===== config.mk =====
export PLATFORM = sky130hd
export DESIGN_NAME = fit_policy_block_allocator_top
export DESIGN_NICKNAME = d
export VERILOG_FILES = /design/src/hw/rtl/fpba_pkg.sv /design/src/hw/rtl/fit_policy_block_allocator_top.sv /design/src/hw/rtl/fpba_ram.sv /design/src/hw/rtl/fpba_front.sv /design/src/hw/rtl/fpba_back.sv
export SDC_FILE = /design/constraint.sdc
export NUM_CORES = 1
export LEC_CHECK = 0
export ABC_AREA = 0
export BUFFER_PORTS_ARGS = -buffer_cell sky130_fd_sc_hd__clkbuf_2
export CAP_MARGIN = 25
export CORE_MARGIN = 1.5
export CORE_UTILIZATION = 60
export DETAILED_ROUTE_END_ITERATION = 8
export GPL_TIMING_DRIVEN = 0
export MAX_ROUTING_LAYER = met4
export PLACE_DENSITY_LB_ADDON = 0.12
export SLEW_MARGIN = 20
export SYNTH_ARGS = -nofsm -noshare
export SYNTH_HDL_FRONTEND = slang
export SYNTH_HIERARCHICAL = 1
export SYNTH_SLANG_ARGS = --single-unit

===== constraint.sdc =====
create_clock -name clk -period 7.8 [get_ports clk]
set_clock_uncertainty 0.2 [all_clocks]
set_input_delay 1.17 -clock clk [delete_from_list [all_inputs] [get_ports clk]]
set_output_delay 1.17 -clock clk [all_outputs]
set_load 0.01 [all_outputs]

===== src/hw/rtl/fpba_pkg.sv =====
`timescale 1ns / 1ps
// ----------------------------------------------------------------------------
// fpba_pkg
// Shared types and fixed constants of the fit-policy block allocator.
// ----------------------------------------------------------------------------
package fpba_pkg;

    localparam int CFG_IDX_W  = 2;
    localparam int CFG_DATA_W = 5;
    localparam int FIT_MODE_W = 2;
    localparam int ACTIVE_W   = 5;
    localparam int IN_IDX_W   = 4;
    localparam int IN_SIZE_W  = 16;
    localparam int OUT_IDX_W  = 4;
    localparam int OUT_SIZE_W = 16;

    localparam logic [CFG_IDX_W-1:0] REG_FIT_MODE      = 2'd0;
    localparam logic [CFG_IDX_W-1:0] REG_ACTIVE_BLOCKS = 2'd1;

    localparam logic [FIT_MODE_W-1:0] MODE_FIRST = 2'd0;
    localparam logic [FIT_MODE_W-1:0] MODE_BEST  = 2'd1;
    localparam logic [FIT_MODE_W-1:0] MODE_WORST = 2'd2;

    localparam logic KIND_LOAD  = 1'b0;
    localparam logic KIND_ALLOC = 1'b1;

    localparam logic [FIT_MODE_W-1:0] FIT_MODE_RESET      = MODE_FIRST;
    localparam logic [ACTIVE_W-1:0]   ACTIVE_BLOCKS_RESET = 5'd16;

    typedef struct packed {
        logic valid;
        logic is_load;
    } q_ctl_t;

endpackage


===== src/hw/rtl/fit_policy_block_allocator_top.sv =====
`timescale 1ns / 1ps
// ----------------------------------------------------------------------------
// fit_policy_block_allocator_top
// Block allocator with first, best and worst fit placement over a table of
// remaining block sizes.
// ----------------------------------------------------------------------------
// a load occupies the execution side and gives no result
// a request occupies it for a scan of n entries, n = active_blocks capped at MAX_BLOCKS;
// the scan reads one entry per cycle, checks each after the RAM read register, then registers done
// a two-entry command queue lets start be taken while a scan is running
// reset clears the size table to zero through per-entry valid bits, no clearing pass
// results are strobed on done for one cycle; the receiver cannot stall
module fit_policy_block_allocator_top #(
    parameter int MAX_BLOCKS = 16,
    parameter int SIZE_BITS  = 16
) (
    input  logic                               clk,
    input  logic                               rst_n,
    input  logic                               start,
    output logic                               busy,
    input  logic                               kind,
    input  logic [fpba_pkg::IN_IDX_W-1:0]      block_index,
    input  logic [fpba_pkg::IN_SIZE_W-1:0]     size_value,
    output logic                               done,
    output logic                               granted,
    output logic [fpba_pkg::OUT_IDX_W-1:0]     chosen_block,
    output logic [fpba_pkg::OUT_SIZE_W-1:0]    block_size_before,
    input  logic                               cfg_write,
    input  logic [fpba_pkg::CFG_IDX_W-1:0]     cfg_index,
    input  logic [fpba_pkg::CFG_DATA_W-1:0]    cfg_data
);

    localparam int IDX_W = $clog2(MAX_BLOCKS);
    localparam int CNT_W = $clog2(MAX_BLOCKS + 1);

    logic [fpba_pkg::FIT_MODE_W-1:0] fit_mode_reg;
    logic [fpba_pkg::ACTIVE_W-1:0]   active_blocks_reg;

    fpba_pkg::q_ctl_t     q_ctl;
    logic [IDX_W-1:0]     q_idx;
    logic [SIZE_BITS-1:0] q_size;
    logic [CNT_W-1:0]     q_cnt;
    logic                 q_pop;
    logic [IDX_W-1:0]     chosen_idx;
    logic [SIZE_BITS-1:0] size_before;

    always_ff @(posedge clk or negedge rst_n)
    begin
        if (!rst_n)
        begin
            fit_mode_reg      <= fpba_pkg::FIT_MODE_RESET;
            active_blocks_reg <= fpba_pkg::ACTIVE_BLOCKS_RESET;
        end
        else if (cfg_write)
        begin
            if (cfg_index == fpba_pkg::REG_FIT_MODE)
            begin
                fit_mode_reg <= cfg_data[fpba_pkg::FIT_MODE_W-1:0];
            end
            else if (cfg_index == fpba_pkg::REG_ACTIVE_BLOCKS)
            begin
                active_blocks_reg <= cfg_data[fpba_pkg::ACTIVE_W-1:0];
            end
        end
    end

    fpba_front #(
        .MAX_BLOCKS (MAX_BLOCKS),
        .SIZE_BITS  (SIZE_BITS),
        .IDX_W      (IDX_W),
        .CNT_W      (CNT_W)
    ) u_front (
        .clk           (clk),
        .rst_n         (rst_n),
        .start         (start),
        .busy          (busy),
        .kind          (kind),
        .block_index   (block_index),
        .size_value    (size_value),
        .active_blocks (active_blocks_reg),
        .q_pop         (q_pop),
        .q_ctl         (q_ctl),
        .q_idx         (q_idx),
        .q_size        (q_size),
        .q_cnt         (q_cnt)
    );

    fpba_back #(
        .MAX_BLOCKS (MAX_BLOCKS),
        .SIZE_BITS  (SIZE_BITS),
        .IDX_W      (IDX_W),
        .CNT_W      (CNT_W)
    ) u_back (
        .clk         (clk),
        .rst_n       (rst_n),
        .fit_mode    (fit_mode_reg),
        .q_ctl       (q_ctl),
        .q_idx       (q_idx),
        .q_size      (q_size),
        .q_cnt       (q_cnt),
        .q_pop       (q_pop),
        .done        (done),
        .granted     (granted),
        .chosen_idx  (chosen_idx),
        .size_before (size_before)
    );

    assign chosen_block      = fpba_pkg::OUT_IDX_W'(chosen_idx);
    assign block_size_before = fpba_pkg::OUT_SIZE_W'(size_before);

`ifndef NO_ASSERTIONS
    a_refused_zero: assert property (@(posedge clk) disable iff (!rst_n)
        done && !granted |-> (chosen_block == '0) && (block_size_before == '0))
        else $error("refused beat carries nonzero fields");

    a_pop_valid: assert property (@(posedge clk) disable iff (!rst_n)
        q_pop |-> q_ctl.valid)
        else $error("command popped from empty queue");

    a_done_single: assert property (@(posedge clk) disable iff (!rst_n)
        done |=> !done)
        else $error("result beats back to back");

    a_busy_queue: assert property (@(posedge clk) disable iff (!rst_n)
        busy |-> q_ctl.valid)
        else $error("busy with empty queue");
`endif

endmodule


===== src/hw/rtl/fpba_ram.sv =====
`timescale 1ns / 1ps
// ----------------------------------------------------------------------------
// fpba_ram
// Generic single write port, single read port RAM with registered read data.
// ----------------------------------------------------------------------------
module fpba_ram #(
    parameter int WIDTH = 16,
    parameter int DEPTH = 16
) (
    input  logic                     clk,
    input  logic                     we,
    input  logic [$clog2(DEPTH)-1:0] waddr,
    input  logic [WIDTH-1:0]         wdata,
    input  logic [$clog2(DEPTH)-1:0] raddr,
    output logic [WIDTH-1:0]         rdata
);

    logic [WIDTH-1:0] mem_reg [DEPTH];
    logic [WIDTH-1:0] rdata_reg;

    always_ff @(posedge clk)
    begin
        if (we)
        begin
            mem_reg[waddr] <= wdata;
        end
        rdata_reg <= mem_reg[raddr];
    end

    assign rdata = rdata_reg;

endmodule


===== src/hw/rtl/fpba_front.sv =====
`timescale 1ns / 1ps
// ----------------------------------------------------------------------------
// fpba_front
// Accepts items, drops loads outside the table, resolves the search count
// and holds decoded commands in a two-entry queue for the back end.
// ----------------------------------------------------------------------------
module fpba_front #(
    parameter int MAX_BLOCKS = 16,
    parameter int SIZE_BITS  = 16,
    parameter int IDX_W      = 4,
    parameter int CNT_W      = 5
) (
    input  logic                             clk,
    input  logic                             rst_n,
    input  logic                             start,
    output logic                             busy,
    input  logic                             kind,
    input  logic [fpba_pkg::IN_IDX_W-1:0]    block_index,
    input  logic [fpba_pkg::IN_SIZE_W-1:0]   size_value,
    input  logic [fpba_pkg::ACTIVE_W-1:0]    active_blocks,
    input  logic                             q_pop,
    output fpba_pkg::q_ctl_t                 q_ctl,
    output logic [IDX_W-1:0]                 q_idx,
    output logic [SIZE_BITS-1:0]             q_size,
    output logic [CNT_W-1:0]                 q_cnt
);

    localparam int IW = (CNT_W > fpba_pkg::IN_IDX_W) ? CNT_W : fpba_pkg::IN_IDX_W;
    localparam int CW = (CNT_W > fpba_pkg::ACTIVE_W) ? CNT_W : fpba_pkg::ACTIVE_W;

    logic              accept;
    logic              in_range;
    logic              enq;
    logic [CW-1:0]     act_ext;
    logic [CW-1:0]     max_ext;
    logic [CNT_W-1:0]  cnt_sat;

    logic [1:0]        fill_reg;
    logic [1:0]        fill_next;
    logic              wr_ptr_reg;
    logic              rd_ptr_reg;

    logic              ent_load_reg [2];
    logic [IDX_W-1:0]  ent_idx_reg  [2];
    logic [SIZE_BITS-1:0] ent_size_reg [2];
    logic [CNT_W-1:0]  ent_cnt_reg  [2];

    assign busy     = (fill_reg == 2'd2);
    assign accept   = start && !busy;
    assign in_range = (IW'(block_index) < IW'(MAX_BLOCKS));
    assign enq      = accept && ((kind == fpba_pkg::KIND_ALLOC) || in_range);

    assign act_ext = CW'(active_blocks);
    assign max_ext = CW'(MAX_BLOCKS);
    assign cnt_sat = (act_ext > max_ext) ? CNT_W'(max_ext) : CNT_W'(act_ext);

    always_comb
    begin
        fill_next = fill_reg;
        if (enq && !q_pop)
        begin
            fill_next = fill_reg + 2'd1;
        end
        else if (!enq && q_pop)
        begin
            fill_next = fill_reg - 2'd1;
        end
    end

    always_ff @(posedge clk or negedge rst_n)
    begin
        if (!rst_n)
        begin
            fill_reg   <= 2'd0;
            wr_ptr_reg <= 1'b0;
            rd_ptr_reg <= 1'b0;
        end
        else
        begin
            fill_reg <= fill_next;
            if (enq)
            begin
                wr_ptr_reg <= !wr_ptr_reg;
            end
            if (q_pop)
            begin
                rd_ptr_reg <= !rd_ptr_reg;
            end
        end
    end

    always_ff @(posedge clk)
    begin
        if (enq)
        begin
            ent_load_reg[wr_ptr_reg] <= (kind == fpba_pkg::KIND_LOAD);
            ent_idx_reg[wr_ptr_reg]  <= IDX_W'(block_index);
            ent_size_reg[wr_ptr_reg] <= SIZE_BITS'(size_value);
            ent_cnt_reg[wr_ptr_reg]  <= cnt_sat;
        end
    end

    assign q_ctl.valid   = (fill_reg != 2'd0);
    assign q_ctl.is_load = ent_load_reg[rd_ptr_reg];
    assign q_idx         = ent_idx_reg[rd_ptr_reg];
    assign q_size        = ent_size_reg[rd_ptr_reg];
    assign q_cnt         = ent_cnt_reg[rd_ptr_reg];

endmodule


===== src/hw/rtl/fpba_back.sv =====
`timescale 1ns / 1ps
// ----------------------------------------------------------------------------
// fpba_back
// Executes queued commands: writes block sizes, scans the table one entry
// per cycle for the fitting block, then updates it if one fits and issues the result.
// ----------------------------------------------------------------------------
module fpba_back #(
    parameter int MAX_BLOCKS = 16,
    parameter int SIZE_BITS  = 16,
    parameter int IDX_W      = 4,
    parameter int CNT_W      = 5
) (
    input  logic                              clk,
    input  logic                              rst_n,
    input  logic [fpba_pkg::FIT_MODE_W-1:0]   fit_mode,
    input  fpba_pkg::q_ctl_t                  q_ctl,
    input  logic [IDX_W-1:0]                  q_idx,
    input  logic [SIZE_BITS-1:0]              q_size,
    input  logic [CNT_W-1:0]                  q_cnt,
    output logic                              q_pop,
    output logic                              done,
    output logic                              granted,
    output logic [IDX_W-1:0]                  chosen_idx,
    output logic [SIZE_BITS-1:0]              size_before
);

    localparam logic ST_IDLE = 1'b0;
    localparam logic ST_SCAN = 1'b1;

    logic                 state_reg;
    logic                 state_next;
    logic [CNT_W-1:0]     issue_reg;
    logic [CNT_W-1:0]     issue_next;
    logic [CNT_W-1:0]     cnt_reg;
    logic [SIZE_BITS-1:0] req_reg;
    logic                 chk_valid_reg;
    logic                 chk_valid_next;
    logic                 chk_hit_reg;
    logic [IDX_W-1:0]     chk_idx_reg;
    logic                 found_reg;
    logic                 found_next;
    logic [IDX_W-1:0]     best_idx_reg;
    logic [IDX_W-1:0]     best_idx_next;
    logic [SIZE_BITS-1:0] best_val_reg;
    logic [SIZE_BITS-1:0] best_val_next;
    logic                 done_reg;
    logic                 done_next;
    logic                 granted_reg;
    logic [IDX_W-1:0]     chosen_reg;
    logic [SIZE_BITS-1:0] before_reg;
    logic [MAX_BLOCKS-1:0] valid_reg;

    logic                 issuing;
    logic                 finish;
    logic [SIZE_BITS-1:0] have;
    logic                 take;
    logic                 ram_we;
    logic [IDX_W-1:0]     ram_waddr;
    logic [SIZE_BITS-1:0] ram_wdata;
    logic [IDX_W-1:0]     ram_raddr;
    logic [SIZE_BITS-1:0] ram_rdata;

    fpba_ram #(
        .WIDTH (SIZE_BITS),
        .DEPTH (MAX_BLOCKS)
    ) u_ram (
        .clk   (clk),
        .we    (ram_we),
        .waddr (ram_waddr),
        .wdata (ram_wdata),
        .raddr (ram_raddr),
        .rdata (ram_rdata)
    );

    assign q_pop     = (state_reg == ST_IDLE) && q_ctl.valid;
    assign issuing   = (state_reg == ST_SCAN) && (issue_reg < cnt_reg);
    assign finish    = (state_reg == ST_SCAN) && !issuing && !chk_valid_reg;
    assign ram_raddr = issue_reg[IDX_W-1:0];
    assign have      = chk_hit_reg ? ram_rdata : '0;

    always_comb
    begin
        take = 1'b0;
        if (chk_valid_reg && (req_reg <= have))
        begin
            if (!found_reg)
            begin
                take = 1'b1;
            end
            else if (fit_mode == fpba_pkg::MODE_BEST)
            begin
                take = (have < best_val_reg);
            end
            else if (fit_mode == fpba_pkg::MODE_WORST)
            begin
                take = (have > best_val_reg);
            end
        end
    end

    always_comb
    begin
        state_next     = state_reg;
        issue_next     = issue_reg;
        chk_valid_next = 1'b0;
        found_next     = found_reg;
        best_idx_next  = best_idx_reg;
        best_val_next  = best_val_reg;
        done_next      = 1'b0;
        ram_we         = 1'b0;
        ram_waddr      = q_idx;
        ram_wdata      = q_size;
        unique case (state_reg)
            ST_IDLE:
            begin
                if (q_ctl.valid)
                begin
                    if (q_ctl.is_load)
                    begin
                        ram_we = 1'b1;
                    end
                    else
                    begin
                        state_next = ST_SCAN;
                        issue_next = '0;
                        found_next = 1'b0;
                    end
                end
            end
            ST_SCAN:
            begin
                if (issuing)
                begin
                    chk_valid_next = 1'b1;
                    issue_next     = issue_reg + CNT_W'(1);
                end
                if (take)
                begin
                    found_next    = 1'b1;
                    best_idx_next = chk_idx_reg;
                    best_val_next = have;
                end
                if (finish)
                begin
                    state_next = ST_IDLE;
                    done_next  = 1'b1;
                    ram_we     = found_reg;
                    ram_waddr  = best_idx_reg;
                    ram_wdata  = best_val_reg - req_reg;
                end
            end
            default:
            begin
                state_next = ST_IDLE;
            end
        endcase
    end

    always_ff @(posedge clk or negedge rst_n)
    begin
        if (!rst_n)
        begin
            state_reg     <= ST_IDLE;
            issue_reg     <= '0;
            chk_valid_reg <= 1'b0;
            found_reg     <= 1'b0;
            done_reg      <= 1'b0;
            valid_reg     <= '0;
        end
        else
        begin
            state_reg     <= state_next;
            issue_reg     <= issue_next;
            chk_valid_reg <= chk_valid_next;
            found_reg     <= found_next;
            done_reg      <= done_next;
            if (ram_we)
            begin
                valid_reg[ram_waddr] <= 1'b1;
            end
        end
    end

    always_ff @(posedge clk)
    begin
        if (q_pop)
        begin
            cnt_reg <= q_cnt;
            req_reg <= q_size;
        end
        chk_hit_reg  <= valid_reg[ram_raddr];
        chk_idx_reg  <= ram_raddr;
        best_idx_reg <= best_idx_next;
        best_val_reg <= best_val_next;
        if (finish)
        begin
            granted_reg <= found_reg;
            chosen_reg  <= found_reg ? best_idx_reg : '0;
            before_reg  <= found_reg ? best_val_reg : '0;
        end
    end

    assign done        = done_reg;
    assign granted     = granted_reg;
    assign chosen_idx  = chosen_reg;
    assign size_before = before_reg;

endmodule

# Word-level counts from Yosys, hierarchy flattened
# Memories as Yosys holds them, arrays and structs flattened. A register that Yosys moved wholly into a read port is not among the register bits.
# Cells that the tools add are included.
# word_totals
ram_bits,308
latchBits,0
mem_count,5
word_cells,112
register_bits,98
romBits,0
output_inout_bits,23
# mem_list
name,depth,word_bits,read_ports,rd_clocked_by_memory_dff,write_ports,line_no,text
u_back.u_ram.mem_reg,16,16,1,1,1,fpba_ram.sv:18,logic [WIDTH-1:0] mem_reg [DEPTH];
u_front.ent_size_reg,2,16,1,0,1,fpba_front.sv:45,logic [SIZE_BITS-1:0] ent_size_reg [2];
u_front.ent_cnt_reg,2,5,1,1,1,fpba_front.sv:46,logic [CNT_W-1:0] ent_cnt_reg [2];
u_front.ent_idx_reg,2,4,1,0,1,fpba_front.sv:44,logic [IDX_W-1:0] ent_idx_reg [2];
u_front.ent_load_reg,2,1,1,0,1,fpba_front.sv:43,logic ent_load_reg [2];
# classes
n_addsub,4
shift,0
muxes,40
eq_ne,8
magnitude_cmp,8
multipliers,0
n_div,0
reduce_logical,24
n_bitwise,4
# ops
operator,n
$mux W16,3
$mux W1,23
$mux W5,4
$gt A16 B16 Y1,1
$le A16 B16 Y1,1
$lt A16 B16 Y1,1
$or A16 B16 Y16,1
$sub A16 B16 Y16,1
$lt A4 B5 Y1 const B,2
$pmux W5 S2,1
$logic_and A1 B1 Y1,9
$reduce_and A3 Y1,3
$mux W4,2
$logic_not A1 Y1,7
$ne A2 B2 Y1 const B,3
$pmux W1 S2,3
$add A5 B1 Y5 const B,1
$gt A5 B5 Y1 const B,1
$lt A5 B5 Y1,1
$bmux W1 S4,1
$demux W1 S4,1
$eq A2 B1 Y1 const B,2
$eq A2 B2 Y1 const B,2
$ge A4 B1 Y1 const B,1
8 further kinds,13

# Longest topological paths before layout
# logic_depth
ltp_word,12
mapped_depth,12
ltp_nobuf,11

# Modules after synthesis
# The synthesis kept the hierarchy.
# by_module_without_submodules
mod,area_each_um2,seq_area_each_um2,instances,cells_per_inst
fpba_ram,10043.4,8007.7,1,432
fpba_back,5236.3,2587.5,1,504
fpba_front,2207.1,1661.6,1,106
fit_policy_block_allocator_top,287.8,176.4,1,16

# Worst setup path after synthesis
# No wires, ideal clock.
# synth_timing
path_kind,register to register
from,register u_front.fill_reg[0]
to,"memory u_back.u_ram.mem_reg[0][0], enable pin"
n_path_buf,0
setup_slack_ns,3.543
arrival_time_ns,3.648
path_stages_with_launch,7
cell_sequence,dfrtp_1 or2_2 nor2b_1 nand2_1 nand2_1 or3b_2 nor3_1
# synth_lines
item,line_no,text
"start, declared",fpba_front.sv:38,logic [1:0] fill_reg;
"start signal, assigned",fpba_front.sv:80,fill_reg <= fill_next;
"end, declared",fpba_ram.sv:18,

# Worst setup path after layout
# layout_timing
from,register u_back.issue_reg[1]
to,"memory u_back.u_ram.mem_reg[0][7], enable pin"
# layout_lines
item,line_no,text
"start, declared",fpba_back.sv:32,logic [CNT_W-1:0] issue_reg;
"start signal, assigned",fpba_back.sv:173,issue_reg <= issue_next;
$lt A5 B5 Y1,fpba_back.sv:76,assign issuing = (state_reg == ST_SCAN) && (issue_reg < cnt_reg);
$logic_and A1 B1 Y1,fpba_back.sv:76,
$logic_not A1 Y1,fpba_back.sv:77,assign finish = (state_reg == ST_SCAN) && !issuing && !chk_valid_reg;
$logic_and A1 B1 Y1 (2 in a row),fpba_back.sv:77,
$mux W4,fpba_back.sv:143,if (finish)
$mux W4,fpba_back.sv:113,unique case (state_reg)
named net u_back.ram_waddr[2],fpba_back.sv:58,logic [IDX_W-1:0] ram_waddr;
# The timed path passes the listed nets, and every way through them passes these cells.

==> flow_metrics.tcl <==
set metrics [dict create \
    p_per_area_nw_per_um2 398 \
    syn_inst 1058 \
    grt_usage_pct 26.5 \
    cts_max_level 2 \
    largest_reg_flops 256 \
    clkPwrFrac_pct 25.2 \
    timing.final.crit_share_pct 56.0 \
    max-cap-violations 0 \
    syn_nets 1142 \
    status "completed" \
    initial_core_util_pct 61.4 \
    drc_errors 0 \
    yosys.area.top_type "edfxtp_1" \
    synth-seq-cells 427 \
    portBuffers 54 \
    synthSimpleGateAreaFrac_pct 5.44 \
    cts_buffers 43 \
    grt_pass1_vias 9832 \
    leakage_nw 7.64 \
    critical_path_required_ns 7.85 \
    rsz0062_at_grt "no" \
    clk_latency_ns 0.54 \
    max-slew-margin-rel_pct 39.7 \
    syn2layout_area_growth_pct 15.1 \
    dp.cells 1527 \
    io_pins 55 \
    switching_power_mw 2.69 \
    setup_tns_ns 0 \
    intPower_mw 5.44 \
    grt_overflow_total 0 \
    die_y_um 175 \
    core_area_um2 28900 \
    root_buffer "clkbuf_16" \
    crit_type "flop to flop" \
    synth_xor_area_share_pct 1.03 \
    netlist_area_um2 17800 \
    synthFlopType "edfxtp_1" \
    rows 62 \
    fin_cells 1608 \
    final_util_pct 70.7 \
    synthTopCellsByArea "edfxtp_1 63%, mux4_2 7.5%, dfrtp_1 4.9%" \
    cts_num_sinks 427 \
    grt_start_max_net_pins 37 \
    wirelength_um 38000 \
    gp_congestion 0.886 \
    end_kind "flop" \
    clk_pin_slew_ns 0.06 \
    cts_tree "yes" \
    switching_share_pct 33.0 \
    cts_resized 0 \
    setup_viol 0 \
    route.vias.total 9698 \
    max-vdd-ir-drop_v 0.000261 \
    drive_above_1_share_pct 24.8 \
    synth_mux_area_share_pct 11.6 \
    layout.nets 1273 \
    ys_seq_area_share_pct 69.9 \
    dp_hpwl_um 26300 \
    drt-initial-drc-count 1077 \
    drv_slew 0 \
    critPathArrivalTime_ns 4.41 \
    wire_per_inst_um 23.6 \
    start_kind "flop" \
    die-area_um2 30700 \
    hold_ws_ns 0.203 \
    dieWidth_um 175 \
    antenna_found_initial 0 \
    synth_common_cells "370 x edfxtp_1, 83 x nand2_1, 64 x inv_1" \
    synth_top_family_by_area "multiplexers" \
    dr.pass1.iters 5 \
    avgSynthCellArea_um2 16.8 \
    ys.warnings.count 6 \
    synth_top_cell_area_share_pct 62.5 \
    hp-class "flop to flop" \
    path_max_fanout 10 \
    worst_pin_slew_ns 0.904 \
    p_comb_share_pct 33.4 \
    max_freq_ghz 0.229 \
    synthAdderAreaFrac_pct 3.70 \
    finalHoldViolations 0 \
    cts_setup_buffers 0 \
    cts.hold.buffers_added 0 \
    clk_path_buf_depth 3 \
    drtAntennaViolNets 0 \
    total_power_mw 8.13 \
    grt_pass1_wl_um 57500 \
    yosysMostFrequentCell "edfxtp_1" \
    num_antenna_cells 0 \
    async_flop_share_pct 8.43 \
    synth_compound_area_share_pct 5.52 \
    vias_per_cell 6.03 \
    synth.distinct_cells 64 \
    synth-edff-count 370 \
    finalCriticalPeriod_ns 4.37 \
    p_seq_share_pct 41.4 \
]
kinds of logic after synthesis:
logic type / Yosys count
flip-flops: 427
AND/OR/NAND/NOR: 205
AO/OA/AOI/OAI: 147
multiplexers: 104
buffers and inverters: 102
adder cells (fa/ha/maj): 52
XOR/XNOR: 21
layer usage:
| layer | track usage (%) | routed length [µm] |
|---|---|---|
| met1 | 36.0 | 15700 |
| met2 | 42.1 | 18600 |
| met3 | 3.87 | 2590 |
| met4 | 8.16 | 1050 |
| met5 | - | 0 |
worst max-delay path, cell delays in order, from the launching register on:
cell     delay, ns
dfrtp_1       0.58
ha_1          0.30
a21o_1        0.15
a21o_1        0.21
a21oi_4       0.25
buf_2         0.36
buf_2         0.32
o21ai_0       0.25
or3b_2        0.60
nor3_2        0.35
buf_4         0.27
buf_4         0.20
placed cells by master (no fill, tap or decap), drive strengths merged, types with 11 or more instances in the layout:
| cell | n |
|---|---|
| edfxtp | 370 |
| clkbuf | 123 |
| nand2 | 83 |
| mux4 | 69 |
| inv | 67 |
| buf | 55 |
| ha | 51 |
| nor2 | 47 |
| dfrtp | 35 |
| mux2 | 34 |
| a22oi | 33 |
| o21ai | 31 |
| a21oi | 28 |
| dfxtp | 21 |
| clkinv | 19 |
| nor2b | 14 |
| a21o | 13 |
| xor2 | 13 |
| o21bai | 13 |
| nand2b | 12 |
| nand3 | 11 |
power groups by stage:
| stage | logic, mW | clock network [mW] | registers (mW) |
|---|---|---|---|
| 2_1_floorplan | 1.74 | 0 | 3.37 |
| 3_3_place_gp | 2.47 | 0 | 3.43 |
| 3_5_place_dp | 2.69 | 0 | 3.41 |
| 4_1_cts | 2.71 | 2.08 | 3.37 |
| 5_1_grt | 2.93 | 2.16 | 3.40 |
| 6_report | 2.71 | 2.05 | 3.37 |
cell type report:
class / count / area [µm²]
Fill cell: 1798 / 8480
Timing Repair Buffer: 86 / 642
Clock inverter: 23 / 238
Buffer: 35 / 244
Tap cell: 384 / 480
Multi-Input combinational cell: 529 / 4980
Sequential cell: 427 / 12400
Inverter: 67 / 251
Clock buffer: 57 / 1180
metrics by stage:
step / area [µm²] / setup slack [ns]
floorplan: 17800 / 3.54
global placement: 18500 / 1.56
detailed placement: 19000 / 3.46
CTS: 20400 / 3.45
global route: 20500 / 3.24
finish: 20500 / 3.43
path summary, 6_finish.rpt:
check | slack, ns | start | to | cells after the start
hold / removal | 0.20 | u_back/chk_idx_reg[0] | u_back/best_idx_reg[0] | 0
setup reg to reg | 3.43 | u_back/issue_reg[1] | u_back/u_ram/mem_reg[0][7] | 11
max in group asynchronous | 6.55 | rst_n | active_blocks_reg[4] | 2
setup / recovery | 3.43 | u_back/issue_reg[1] | u_back/u_ram/mem_reg[0][7] | 11
hold reg to reg | 0.20 | u_back/chk_idx_reg[0] | u_back/best_idx_reg[0] | 0
min in group asynchronous | 0.32 | rst_n | u_back/done | 1
Note: power is estimated with default switching activity, not from simulation.
